## config.mk

```make
export PLATFORM = sky130hd
export DESIGN_NAME = yuvrot_cursor
export DESIGN_NICKNAME = d
export VERILOG_FILES = /design/src/rtl/yuvrot_pkg.sv /design/src/rtl/yuvrot_cursor.sv
export SDC_FILE = /design/constraint.sdc
export NUM_CORES = 1
export LEC_CHECK = 0
export ABC_AREA = 1
export BUFFER_PORTS_ARGS = -buffer_cell sky130_fd_sc_hd__buf_2
export CAP_MARGIN = 10
export CORE_ASPECT_RATIO = 1.25
export CORE_MARGIN = 4
export CORE_UTILIZATION = 35
export CTS_CLUSTER_DIAMETER = 60
export DETAILED_ROUTE_END_ITERATION = 8
export PLACE_DENSITY = 0.61
export SLEW_MARGIN = 20
export SYNTH_ARGS = -nofsm -noshare
export SYNTH_HDL_FRONTEND = slang
export SYNTH_SLANG_ARGS = --single-unit
```

## constraint.sdc

```tcl
create_clock -name clk -period 7.5 [get_ports clk]
set_clock_uncertainty 0.05 [all_clocks]
set_input_delay 2.25 -clock clk [delete_from_list [all_inputs] [get_ports clk]]
set_output_delay 2.25 -clock clk [all_outputs]
set_load 0.03 [all_outputs]
```

## src/rtl/yuvrot_pkg.sv

```systemverilog
`timescale 1ns / 1ps

package yuvrot_pkg;

  typedef enum logic [1:0] {
    ROT_0,
    ROT_90,
    ROT_180,
    ROT_270
  } rotation_t;

  localparam logic [1:0] PLANE_LUMA = 2'd0;
  localparam logic [1:0] PLANE_CB   = 2'd1;
  localparam logic [1:0] PLANE_CR   = 2'd2;

  localparam logic OP_LOAD = 1'b0;
  localparam logic OP_READ = 1'b1;

  localparam logic [1:0] REG_ROTATION = 2'd0;
  localparam logic [1:0] REG_WIDTH    = 2'd1;
  localparam logic [1:0] REG_HEIGHT   = 2'd2;

  localparam logic [7:0] SIZE_RESET = 8'd128;

  typedef struct packed {
    logic       opcode;
    logic [7:0] pixel_in;
  } request_t;

  typedef struct packed {
    logic [7:0] pixel_out;
    logic [1:0] plane;
    logic       frame_last;
  } result_t;

  typedef struct packed {
    logic [1:0] plane;
    logic       frame_last;
  } tag_t;

endpackage

```

## src/rtl/yuvrot_cursor.sv

```systemverilog
`timescale 1ns / 1ps

module yuvrot_cursor #(
  parameter int DW = 8,
  parameter int FW = 15
) (
  input  logic                  clk,
  input  logic                  rst,
  input  logic                  advance,
  input  yuvrot_pkg::rotation_t rotation,
  input  logic [DW-1:0]         w,
  input  logic [DW-1:0]         h,
  input  logic [FW-1:0]         luma,
  output logic [DW-1:0]         sr,
  output logic [DW-1:0]         sc,
  output logic [DW-1:0]         pw,
  output logic [FW-1:0]         base,
  output yuvrot_pkg::tag_t      tag
);

  import yuvrot_pkg::*;

  logic [DW-1:0] out_column;
  logic [DW-1:0] out_row;
  logic [1:0]    out_plane;

  logic [1:0]    pe;
  logic [DW-1:0] x, y, cur_pw, cur_ph, ow, oh;
  logic [DW-1:0] cur_sr, cur_sc;
  logic [FW-1:0] cur_base;
  logic [DW-1:0] out_column_next, out_row_next;
  logic [1:0]    out_plane_next;
  logic          last_next;

  always_comb begin
    pe = out_plane;
    x  = out_column;
    y  = out_row;
    if (out_plane > PLANE_CR) begin
      pe = PLANE_LUMA;
      x  = '0;
      y  = '0;
    end
    if (pe == PLANE_LUMA) begin
      cur_pw   = w;
      cur_ph   = h;
      cur_base = '0;
    end else begin
      cur_pw   = w >> 1;
      cur_ph   = h >> 1;
      cur_base = (pe == PLANE_CB) ? luma : luma + (luma >> 2);
    end
    if (rotation == ROT_90 || rotation == ROT_270) begin
      ow = cur_ph;
      oh = cur_pw;
    end else begin
      ow = cur_pw;
      oh = cur_ph;
    end
    if (x >= ow || y >= oh) begin
      x = '0;
      y = '0;
    end
    unique case (rotation)
      ROT_90: begin
        cur_sr = cur_ph - DW'(1) - x;
        cur_sc = y;
      end
      ROT_180: begin
        cur_sr = cur_ph - DW'(1) - y;
        cur_sc = cur_pw - DW'(1) - x;
      end
      ROT_270: begin
        cur_sr = x;
        cur_sc = cur_pw - DW'(1) - y;
      end
      default: begin
        cur_sr = y;
        cur_sc = x;
      end
    endcase

    out_column_next = x + DW'(1);
    out_row_next    = y;
    out_plane_next  = pe;
    last_next       = 1'b0;
    if (out_column_next >= ow) begin
      out_column_next = '0;
      out_row_next    = y + DW'(1);
      if (out_row_next >= oh) begin
        out_row_next = '0;
        if (pe == PLANE_CR) begin
          out_plane_next = PLANE_LUMA;
          last_next      = 1'b1;
        end else begin
          out_plane_next = pe + 2'd1;
        end
      end
    end
  end

  always_ff @(posedge clk) begin
    if (rst) begin
      out_column <= '0;
      out_row    <= '0;
      out_plane  <= PLANE_LUMA;
    end else if (advance) begin
      out_column <= out_column_next;
      out_row    <= out_row_next;
      out_plane  <= out_plane_next;
    end
  end

  always_ff @(posedge clk) begin
    if (advance) begin
      sr             <= cur_sr;
      sc             <= cur_sc;
      pw             <= cur_pw;
      base           <= cur_base;
      tag.plane      <= pe;
      tag.frame_last <= last_next;
    end
  end

endmodule

```

* Word level (Yosys, flattened, before mapping) *
Cells that the tools add are included.
W data, S select, Z words.

storage, ports and cells
  bits in registers = 60
  bits of input ports = 36
  output and inout port bits = 42
  logic and storage cells = 52

operators by class
  add/subtract/negate cells = 10
  order comparisons = 5
  eq/ne operators = 5
  multiplexer cells = 19
  reduce and logical (&&, ||, !) cells = 4

operators with widths
  kind                   count
  $mux W8                11
  $pmux W8 S3            2
  $ge A8 B8 Y1           4
  $sub A8 B8 Y8          4
  $add A8 B1 Y8 const B  2
  $sub A8 B1 Y8 const B  2
  $add A15 B13 Y15       1
  $mux W15               1
  $mux W2                4
  $eq A2 B2 Y1 const B   3
  $eq A2 B1 Y1 const B   2
  $add A2 B1 Y2 const B  1
  $gt A2 B2 Y1 const B   1
  $logic_not A2 Y1       1
  $logic_or A1 B1 Y1     2
  $reduce_and A2 Y1      1
  $mux W1                1

* Depth between registers and ports, before layout *
Gate-level depths: netlist of run 1.

  depth after elaboration = 12
  gate-level depth with buffers = 39
  depth with buffers taken out = 37

* Worst setup path after synthesis of run 1 *
OpenSTA, ideal clock, no wires.

  path type = input-to-reg
  from = input rotation[1]
  to = register out_row[0]
  setup time = 0.070 ns
  data arrival time = 6.434 ns
  data required time = 7.380 ns
  setup slack = 0.945 ns
  cell stages on the path = 27
  buffers on the path = 2
  cells stage by stage = inv_1 > ha_1 > nor2_4 > inv_1 > clkbuf_1 > o21ai_0 > ha_1 > a21o_1 > nor3_1 > nand3_1 > a21oi_4 > nand2_4 > nor2_1 > ha_1 > nand4_2 > nor3_2 > o21ai_0 > o21ai_1 > ha_1 > nand2_1 > nor2_1 > a211oi_1 > nand2_4 > buf_6 > a21oi_2 > nand2_1 > a21oi_1

on the way
  cells in the longest elaborated chain, start to end = 10
  elaborated cells between the ends (all ways) = 16
  classes of those cells = add/sub: 2; order compare: 4; eq/ne: 2; mux: 6; reduce/logical: 2

RTL lines
  what                                          RTL line              RTL
  start: declaration                            yuvrot_cursor.sv:10   input yuvrot_pkg::rotation_t rotation,
  $eq A2 B1 Y1 or $eq A2 B2 Y1 (tied branches)  yuvrot_cursor.sv:53   if (rotation == ROT_90 || rotation == ROT_270) begin
  $logic_or A1 B1 Y1 *                          yuvrot_cursor.sv:53
  $mux W8                                       yuvrot_cursor.sv:53
  $ge A8 B8 Y1                                  yuvrot_cursor.sv:60   if (x >= ow || y >= oh) begin
  $logic_or A1 B1 Y1                            yuvrot_cursor.sv:60
  $mux W8                                       yuvrot_cursor.sv:60
  $add A8 B1 Y8                                 yuvrot_cursor.sv:89   out_row_next = y + DW'(1);
  $ge A8 B8 Y1                                  yuvrot_cursor.sv:90   if (out_row_next >= oh) begin
  $mux W8                                       yuvrot_cursor.sv:90
  $mux W8 *                                     yuvrot_cursor.sv:87   if (out_column_next >= ow) begin
  end signal: assignment                        yuvrot_cursor.sv:109  out_row <= out_row_next;
  end: declaration                              yuvrot_cursor.sv:24   logic [DW-1:0] out_row;

Every way passes the cells marked *; elsewhere a longest branch is shown, timed or not.
A chain may end at the register's enable or synchronous reset.

* Worst setup path in the final report of run 1 *
  from = input rotation[1]
  to = register sc[7] (data pin)

on the way
  cells in the longest elaborated chain, start to end = 8
  elaborated cells between the ends (all ways) = 14
  classes of those cells = add/sub: 2; order compare: 2; eq/ne: 3; mux: 5; reduce/logical: 2

RTL lines
  what                                          RTL line                                  RTL
  $eq A2 B1 Y1 or $eq A2 B2 Y1 (tied branches)  yuvrot_cursor.sv:53, yuvrot_cursor.sv:64
  $logic_or A1 B1 Y1                            yuvrot_cursor.sv:53
  $mux W8                                       yuvrot_cursor.sv:53
  $ge A8 B8 Y1                                  yuvrot_cursor.sv:60
  $logic_or A1 B1 Y1                            yuvrot_cursor.sv:60
  $mux W8                                       yuvrot_cursor.sv:60
  $sub A8 B8 Y8, on equally long branches       yuvrot_cursor.sv:75, yuvrot_cursor.sv:71
  $pmux W8 S3 *                                 yuvrot_cursor.sv:64                       unique case (rotation)
  net cur_sc[7]                                 yuvrot_cursor.sv:29                       logic [DW-1:0] cur_sr, cur_sc;
  end signal: assignment                        yuvrot_cursor.sv:117                      sc <= cur_sc;
  end: declaration                              yuvrot_cursor.sv:15                       output logic [DW-1:0] sc,

The timed path passes the listed nets; every way through them passes the cells marked *.

==> results of run 1 <==
## path summary, 6_finish.rpt
kind / slack, ns / depth (start not counted) / end / from
max: 0.40 / 32 / sc[7] / rotation[1]
min: 0.42 / 2 / out_column[1] / out_column[1]
max reg2reg: 1.17 / 33 / sc[7] / out_plane[0]
min reg2reg: 0.42 / 2 / out_column[1] / out_column[1]
## logic make-up after synthesis
group | share of synthesized area [%]
simple gates | 24.4
compound gates | 16.9
buf+inv | 10.6
fa+ha+maj | 15.3
flops | 28.0
xor+xnor | 4.68
mux | 0.173
## per-stage QoR
step	instance area, um^2	hold WS, ns	worst slack, ns	utilization [%]	cells
global route	6750	0.443	0.0341	41.7	1115
global placement	6440	0.402	0.299	39.7	1099
CTS	6750	0.418	0.535	41.7	1115
floorplan	5800	0.395	0.945	-	815
detailed placement	6440	0.410	0.216	39.7	1099
finish	6750	0.418	0.396	41.7	1115
## state kept, by name (all words and copies together) (netlist names)
signal	flops
pw	8
tag	3
base	15
out_plane	2
out_row	8
sr	8
sc	8
out_column	8
## layout make-up
| class | count | area, um^2 | area share [%] |
|---|---|---|---|
| Multi-Input combinational cell | 597 | 3560 | 52.8 |
| Inverter | 139 | 526 | 7.79 |
| Sequential cell | 60 | 1620 | 24.0 |
| Timing Repair Buffer | 87 | 460 | 6.82 |
| Clock inverter | 4 | 73.8 | 1.09 |
| Clock buffer | 12 | 236 | 3.50 |
| Tap cell | 216 | 270 | 4.00 |
## worst max-delay path: cells and delay by family
family          cells  cell delay (ns)
fa+ha+maj           3             0.82
compound gates     10             1.64
xor+xnor            1             0.22
simple gates       12             1.40
buf+inv             6             0.79
## placed cells by master, fill, tap and decap left out, types with 18 or more instances in the layout
master,n
dfxtp_1,18
nand2_1,179
nand3_1,19
inv_1,122
a21oi_1,53
nor2_1,80
edfxtp_1,42
o21ai_0,84
ha_1,66
buf_2,77
xor2_1,25
## routing by layer
metal	vias to the layer above	track usage, %	share of wire [%]
met5	-	0	0
met4	0	5.65	2.2
met3	29	2.42	5.4
met2	153	29.8	49
met1	2508	22.2	44
li1	2831	-	-
## report_power, final
part	internal [mW]	switching, mW
Combinational	0.113	0.219
Sequential	0.377	0.00453
Clock	0.291	0.157
Total	0.781	0.380
==> reports/results.txt, run 1 <==
After layout, the minimum clock period comes to 7.10 ns. For the number of nets with antenna violations after detailed routing, the log shows 0. Along the worst path, the maximum fanout reaches 14.

The largest single stage delay on the critical path is 0.31 ns. The critical path startpoint category was an input pin. The overflow left after global routing was 0; the via count of the first global-routing pass was 4983. The final clock period utilization by the worst path is 94.7%. The maximum count of clock buffers along a single path came out at 2. For the final total negative setup slack, the log shows 0 ns.

Counting the fill cells in the layout gives 1651. Among all stages on the critical path, the largest delay is contributed by ha_1. STA classifies the critical path endpoint as a register.

The later pin in the worst-skew pair is clocked with a latency of 0.34 ns. The routed design has 16300 um of wire. For the overall global routing resource usage, the log shows 17.4%.

After floorplanning, the core was sized to cover 0.0162 mm^2. Compared with the post-synthesis result, the final layout area differs by 16.4%. The most common cell in the synthesized netlist is nand2_1. The routed via count divided by cell count came out at 4.95. Detailed placement finished with a half-perimeter wire length of 12800 um. Chip height: 152 um.

Hold violation total from the final report: 0. The floorplan has 52 rows. After synthesis, flip-flops and latches occupy 28.0% of the total area. In this run, post-CTS hold repair placed 0 buffers. The number of maximum-capacitance violations is 0. The area enclosed by the die boundary came out at 0.0187 mm^2. Setup violations remaining at the end of the flow were counted as 0. For this run, the post-layout net count is 999. The logs give 52.6% for the relative max-transition margin and 815 for the number of standard cells after synthesis.

A synthesized cell averages 7.11 um^2. The initial antenna violation count was 0. For the count of cells resized by post-cts repair, the log shows 0.

The power per cell area is 172 mW/mm^2. For this run, design rule violations remaining after detail routing come to 0. At the worst endpoint, the required time is 7.53 ns.

The first global-routing pass estimated 25800 um of wire. After synthesis the netlist holds a flip-flop and latch count of 60. The clock slew seen by the registers of the worst setup and hold paths is 0.05 ns. Sorting the synthesized cells by area gives the leading types as edfxtp_1 (22%), ha_1 (14%), nand2_1 (12%).

The run finished with clean final reports. The total clock buffers created by CTS was 9; the total number of vias was 5521. The run gives 0 as the antenna diode instance count. Summed over all cells, the static leakage comes to 3.45 nW. During synthesis, Yosys emitted a total of 0 warnings. In this run, synthesis inferred 42 flip-flops with an integrated enable. The class of the tightest hold or removal check is reg -> reg. For the maximum number of pins on one net before global-route repair, the log shows 60. Among the stages of the critical path, the cell type that occurs most often is nand2_1. Counting flops with an async set or reset pin after synthesis yields a share of 0%.

The logs give 7.13 ns for the worst path arrival time and 5 for the number of iterations in the first detailed-routing pass. Highest clock frequency the design can meet: 141 MHz. Dividing the detail-routed wire length by the instance count gives 14.6 um.

For the pin with the worst max-slew slack, the measured transition is 0.711 ns. The count of unique library cells instantiated by Yosys came out at 55. The share of post-route cells with drive strength above 1 is 16.1%. Setup repair after global routing left no endpoint under its margin.

Number of buffers added for setup after CTS: 0. For this configuration, the core starts out at a cell density of 35.8%. The number of nets in the synthesized netlist is 920.

The tools report the final weighted congestion in routability-driven placement as 0.943. The post-synthesis cell type with the largest combined area is edfxtp_1. TritonCTS built the clock tree. After the first detailed-routing iteration, the DRC count stood at 361. Clock tree synthesis selected as its root buffer the cell clkbuf_16.

78 I/O pins were placed. The H-tree was split into 3 levels. The type of the worst setup path is in -> reg. IR analysis of the VDD net gives a maximum drop of 0.106 mV. In this run the tool buffered the top-level ports with 77 buffer cells. Summing every instance area after synthesis gives 0.00580 mm^2. The overall power after layout is 1.16 mW.

By count the netlist is led by nand2_1 (179), inv_1 (122), o21ai_0 (84). After synthesis, the largest area contributor takes up 21.8% of total cell area. The max-slew violation count was 0. Primary flip-flop cell chosen by synthesis mapping: edfxtp_1. Measured along the x axis, the die boundary spans 123 um. Counting every sink on the clock net gives 60.
Power figures use the tool's default switching activity.
==> run 2, diff against run 1 <==
ABC_AREA = default   (was 1)
==> run 2 against run 1 <==
Against the previous run: synthesized area shrank 0.35%; power increased by 8.0%; sequential cell count is the same; worst hold slack lost 0.0083 ns; clock power decreased by 6.9%; sequential share of layout area shrank 0.26 points; via count decreased by 2.9%; combinational power grew 33%; wire length fell by 0.26%; final area rose by 1.1%; sequential power is 4% higher; global-route usage increased by 0.20 points; critical endpoint is now out_plane[0].
==> reports/results.txt, run 2 <==
After detailed routing, the total wire length is 16300 um. Using the TritonRoute via totals, the vias-per-cell ratio works out to 5.40. The share of async-settable or async-resettable flops after synthesis was 0%.

The clock slew seen by the registers of the worst setup and hold paths came out at 0.06 ns. After layout, the worst path uses 94.4% of the clock period. The tools report the critical path startpoint category as an input pin. Data on the critical path arrives at its endpoint at 7.23 ns.

The core region is 0.0162 mm^2. For the pin with the worst max-slew slack, the measured transition is 1.04 ns. The relative max-transition margin was 30.9%. The tools report the critical register-to-register path startpoint as out_plane[0].

After clock tree synthesis, the setup repair step added 0 buffers. The static leakage was 3.00 nW. The library cells used most frequently in the layout, excluding fill and tap cells, are buf_2 (77), nand2_1 (70), ha_1 (66). For the number of sinks handled by clock tree synthesis, the log shows 60. The Yosys step of the flow raised 0 warnings.

The initial detailed-routing violation count is 558. The die width works out to 123 um. Global routing finished with a remaining overflow of 0. The via count of the first global-routing pass is 4936. Sequential elements use 28.1% of the synthesized area. The run gives 0.913 as the final weighted congestion in routability-driven placement. The placed instances occupy a cell area of 0.00649 mm^2. The clock passes through at most 2 buffers. The most critical setup path has its startpoint at rotation[1]. TritonCTS built the clock tree. The number of flip-flops under the largest register name is 15, and the area fraction of the dominant cell type after synthesis is 21.8%.

Clock tree synthesis selected as its root buffer the cell clkbuf_16. The share of post-route cells with drive strength above 1 was 20.2%. The class of the tightest hold or removal check was reg -> reg. The run gives 0.0976 mV as the maximum VDD drop. Max-slew violation count: 0. The tools report the clock network latency to the later pin of the worst-skew pair as 0.33 ns. In this run the remaining antenna-violating nets after routing total 0. Setup violations remaining at the end of the flow were counted as 0. Dividing the detail-routed wire length by the instance count gives 16.4 um.

The post-synthesis to final-layout area growth was 18.1%. The worst setup path is of the in -> reg kind. The logs give 0.00578 mm^2 for the cell area after technology mapping and 797 for the post-synth net total.

In this run, synthesis inferred 42 flip-flops with an integrated enable. The largest fanout on the critical path is 15. Setup repair after global routing left no endpoint under its margin. In the routed design, unresolved DRC markers number 0. Leaving out fill and tap cells, the most frequent cell in the layout is buf_2. The initialized floorplan defines 52 standard-cell rows. The run gives 3 as the deepest level of the CTS H-tree. In this run the vertical extent of the chip is 152 um. In this run, CTS created clock tree buffers numbering 9.

The number of iterations in the first detailed-routing pass came out at 5. The logs give 78 for the number of top-level design ports and 35.7% for the starting utilization of the core area. For this design the ratio of total power to cell area is 184 mW/mm^2.

The tools report the endpoint class of the critical path as a register. Among all cell types in the netlist, the one instantiated most often is nand2_1. In the final design database the tool counted 876 nets. The die covers 0.0186 mm^2.

Primary flip-flop cell chosen by synthesis mapping: edfxtp_1. Hold violation total from the final report: 0. The total number of vias came out at 5360.

The tool flagged a number of max-cap violations equal to 0. The initial antenna violation count is 1, and the count of placed standard cells including taps is 976. After synthesis, the most frequently instantiated cells are nand2_1 (70), ha_1 (66), a21oi_1 (62). The tools report the startpoint of the tightest hold check path as out_column[1]. The filler cells instantiated in the layout total 1612. The flow ran to the end, and the final reports show no timing, DRC or antenna violations.

The biggest area contributor in the post-synthesis netlist is edfxtp_1. The highest clock frequency the design can meet was 141 MHz. The synthesized area per cell came out at 8.35 um^2. Entering global routing, the biggest net connects 64 pins. The critical path required time was 7.65 ns.

For the global-route wire length before repair, the log shows 25700 um. By area the synthesized netlist is led by edfxtp_1 (22%), ha_1 (14%), dfxtp_1 (6.2%). Once layout is done, the placed cells without fillers occupy 0.00682 mm^2. The overall global routing resource usage was 17.6%; the count of unique library cells instantiated by Yosys was 66. The worst path needs 7.08 ns of the cycle, external delays included. Detailed placement ended at an HPWL of 12800 um. Counting flops per register, the top entry is base. The synthesized flop and latch total came out at 60. The final instance count without filler cells is 993, and the count of input and output buffers is 77.

Synthesis produced 692 cells.
==> run 2: cell type report <==
class	instances	area (um^2)	area share, %
Clock inverter	7	76.3	1.12
Inverter	42	158	2.31
Timing Repair Buffer	109	626	9.17
Sequential cell	60	1620	23.8
Tap cell	216	270	3.96
Clock buffer	9	225	3.30
Antenna cell	1	2.50	0.0367
Multi-Input combinational cell	549	3840	56.3
==> run 2: logic make-up after synthesis <==
| group | count (synthesis) | share of synthesized area, % |
|---|---|---|
| buffers and inverters | 83 | 6.00 |
| adders and majority gates | 69 | 15.3 |
| DFF | 60 | 28.1 |
| AOI/OAI and AO/OA | 167 | 18.6 |
| xor gates and xnor gates | 44 | 6.67 |
| and+or+nand+nor | 246 | 21.0 |
| muxes | 23 | 4.40 |
==> run 2: timing repair <==
| action | in CTS | in global routing |
|---|---|---|
| endpoints found under the setup margin | 0 | 23 |
| gates resized for setup | 0 | 9 |
| hold buffers | 0 | 0 |
==> run 2: final timing paths <==
path              slack (ns)  cells after the start            end
setup / recovery        0.42                     25   out_plane[0]
hold / removal          0.41                      2  out_column[1]
setup reg to reg        1.31                     26   out_plane[0]
hold reg to reg         0.41                      2  out_column[1]
==> run 2: power by group <==
| part | internal, mW | switching [mW] |
|---|---|---|
| clock network | 0.259 | 0.158 |
| logic | 0.171 | 0.271 |
| registers | 0.388 | 0.00739 |
| total | 0.818 | 0.436 |
==> run 2: layer usage <==
| metal | track usage, % | vias up | part of all wire (%) |
|---|---|---|---|
| li1 | - | 2657 | - |
| met1 | 21.6 | 2523 | 42 |
| met2 | 30.6 | 150 | 50 |
| met3 | 2.41 | 30 | 5.4 |
| met4 | 7.28 | 0 | 2.6 |
| met5 | 0 | - | 0 |
==> run 2: per-stage QoR <==
step / setup slack (ns) / total power, mW / util (%) / TNS [ns] / hold WS [ns]
finish: 0.417 / 1.25 / 42.1 / 0 / 0.410
global route: 0.0284 / 1.33 / 42.1 / 0 / 0.425
CTS: 0.220 / 1.26 / 41.9 / 0 / 0.415
detailed placement: -0.114 / 0.838 / 40.1 / -0.360 / 0.406
global placement: -0.0223 / 0.836 / 40.1 / -0.0223 / 0.396
floorplan: 0.0154 / 0.715 / - / 0 / 0.386
==> run 2: worst max-delay path, stage by stage <==
cell       delay [ns]
buf_2            0.10
inv_1            0.05
ha_1             0.22
or2_4            0.33
o21ai_0          0.25
ha_1             0.29
and4_1           0.22
nand2_1          0.09
nor3_1           0.04
or4_1            0.60
nor2_1           0.15
nand2_1          0.10
inv_1            0.11
ha_1             0.19
nand3_1          0.15
nor4bb_2         0.34
xnor2_1          0.17
nor3_2           0.07
ha_1             0.28
nand3_1          0.10
o31ai_1          0.38
nor2_1           0.10
buf_4            0.18
nor4b_1          0.36
a2111oi_2        0.09
==> run 3, diff against run 2 <==
PLACE_DENSITY = default   (was 0.61)
==> run 3 against run 2 <==
Against the previous run: worst hold slack got worse by 0.0030 ns; die area did not move; clock power fell by 12%; combinational power rose by 1%; critical path depth rose by 3; sequential power barely moved; power fell by 3.4%; critical endpoint unchanged; fmax rose by 0.61%; largest power group unchanged; clock-buffer cell count rose by 3; first-iteration DRC count fell by 32%.
==> reports/results.txt, run 3 (same netlist as run 2, synthesis figures left out) <==
The flow ran to the end, and the final reports show no timing, DRC or antenna violations. Master of the slowest instance on the critical path: or4_4. The first global-routing pass estimated 26400 um of wire.

For the register-to-register path setup slack, the log shows 1.31 ns. For this design, the sink count on the clock tree is 60. Prior to clock tree synthesis, the placed netlist has a worst setup slack of -0.145 ns. Setup repair after global routing left no endpoint under its margin. STA classifies the critical path startpoint as an input pin.

The run gives 7.19 ns as the worst path arrival time. For this block, the routed nets add up to 16400 um of wire. From synthesis to final layout, the design area changed by 19.0%.

The floorplan step set the die height to 152 um. The die width is 123 um. The tools report the clock tree root driver cell as clkbuf_16. TritonCTS built the clock tree. Total number of vias: 5296. The net switching power of the design was 427 uW; the highest clock frequency the design can meet was 142 MHz. The tools report the area enclosed by the die boundary as 0.0186 mm^2. Dividing the detail-routed via count by the number of cells gives 5.27.

Along the worst path, the maximum fanout reaches 10. The congestion estimate from routability-driven global placement came to 0.887. Setup violations remaining at the end of the flow were counted as 0.

In this design, the stage delay of the slowest critical-path cell is 0.58 ns. For the portion of total power attributed to the clock network, the log shows 30.5%. The via count of the first global-routing pass is 5142. The tools report the initial antenna violation count as 1. Max-cap violations in this run came to 0. The max-slew violation count came out at 0. The H-tree was split into 3 levels. Setup slack closes at 0.460 ns. The number of nets in the layout came out at 887.

The core footprint came out at 0.0162 mm^2. Dividing the final minimum period by the clock period gives 93.9%. Clock-pin slew was measured on the worst setup and hold paths at 0.05 ns. Half-perimeter wire length after detailed placement: 13000 um. The maximum count of clock buffers along a single path came out at 2. Entering global routing, the biggest net connects 41 pins. The starting utilization of the core area was 35.7%. Clock latency on the worst-skew pair, taken at its later pin, is 0.33 ns. The tools report the maximum VDD drop as 0.0994 mV. Slew of the pin with the lowest slew margin: 1.01 ns. The first detailed-routing pass ran for 5 iterations.

78 I/O pins were placed. In the layout the commonest cells are buf_2 (77), nand2_1 (70), ha_1 (65). The number of nets with antenna violations after detailed routing is 0.

After filler insertion, the fill cell instance count of the layout stands at 1597. Register with the most flip-flops: base. At the end of the flow the core is filled with cells to 42.4%. The logs give 0 for the post-route DRC violation count and 52 for the number of core rows. The library cell used most frequently in the layout, excluding fill and tap cells, is buf_2. The time the worst path needs with I/O delays and setup came out at 7.04 ns.

The relative max-transition margin is 32.4%. STA puts the critical path data required time at 7.65 ns. The internal power of the cells came out at 783 uW.

For the initial detailed-routing violation count, the log shows 381. The path class of the tightest hold or removal check is reg -> reg. The share of total power in combinational logic is 36.9%, and the final routed wire length divided by cell count is 16.3 um. For this design the ratio of total power to cell area is 176 mW/mm^2. The analysis attributes to cell leakage a power of 3.03 nW.

Overall global routing resource usage: 18.2%. Global routing finished with a remaining overflow of 0. Count of input and output buffers: 77.

By startpoint and endpoint, the worst setup path is classified as in -> reg. The number of flip-flops under the largest register name is 15, and the share of post-route cells with drive strength above 1 is 21.3%. Sequential cells burn 32.7% of the power. The switching share of total power was 35.3%; the overall power after layout was 1.21 mW.

The hold violation total from the final report was 0. The tools report the endpoint class of the critical path as a register. In this run, CTS created clock tree buffers numbering 9.
run 3: final cells by class:
cell class	instances	area, um^2	share of cell area, %
Antenna cell	1	2.50	0.0364
Clock buffer	12	236	3.44
Clock inverter	4	18.8	0.273
Inverter	42	158	2.29
Multi-Input combinational cell	549	3860	56.1
Sequential cell	60	1620	23.6
Tap cell	216	270	3.93
Timing Repair Buffer	120	708	10.3
run 3: through the flow:
step	cell area [um^2]	TNS, ns	hold WS, ns	std cells
after floorplan	5790	0	0.386	692
after global placement	6550	0	0.397	984
after detailed placement	6550	-0.644	0.399	984
after CTS	6810	0	0.408	1000
after global routing	6880	0	0.429	1004
final	6880	0	0.407	1004
run 3: worst max-delay path: cells and delay by family:
kind / cells / cell delay (ns)
AO/OA/AOI/OAI: 3 / 0.45
XOR/XNOR: 1 / 0.18
adder cells (fa/ha/maj): 4 / 0.96
buffers and inverters: 6 / 0.76
AND/OR/NAND/NOR: 14 / 2.57
run 3: worst paths after layout:
kind,to,from,cells past startpoint
setup / recovery,out_plane[0],rotation[1],28
hold / removal,out_column[6],out_column[6],2
setup reg to reg,out_plane[0],out_plane[0],26
hold reg to reg,out_column[6],out_column[6],2
run 3: metal layers:
layer	global-route usage, %	wire length, um
met5	0	0
met4	8.63	559
met3	2.93	740
met2	31.4	8160
met1	21.9	6940
run 3: power by group through the flow:
| stage | Sequential, mW | Clock [mW] | Combinational (mW) |
|---|---|---|---|
| 2_1_floorplan | 0.451 | 0 | 0.264 |
| 3_3_place_gp | 0.402 | 0 | 0.436 |
| 3_5_place_dp | 0.402 | 0 | 0.439 |
| 4_1_cts | 0.396 | 0.375 | 0.442 |
| 5_1_grt | 0.398 | 0.391 | 0.498 |
| 6_report | 0.395 | 0.369 | 0.447 |
run 3: repair_timing:
item | 4_1_cts | 5_1_grt
setup endpoints to repair | 0 | 21
buffers inserted | 0 | 3
resized for setup | 0 | 15
hold buffers | 0 | 0
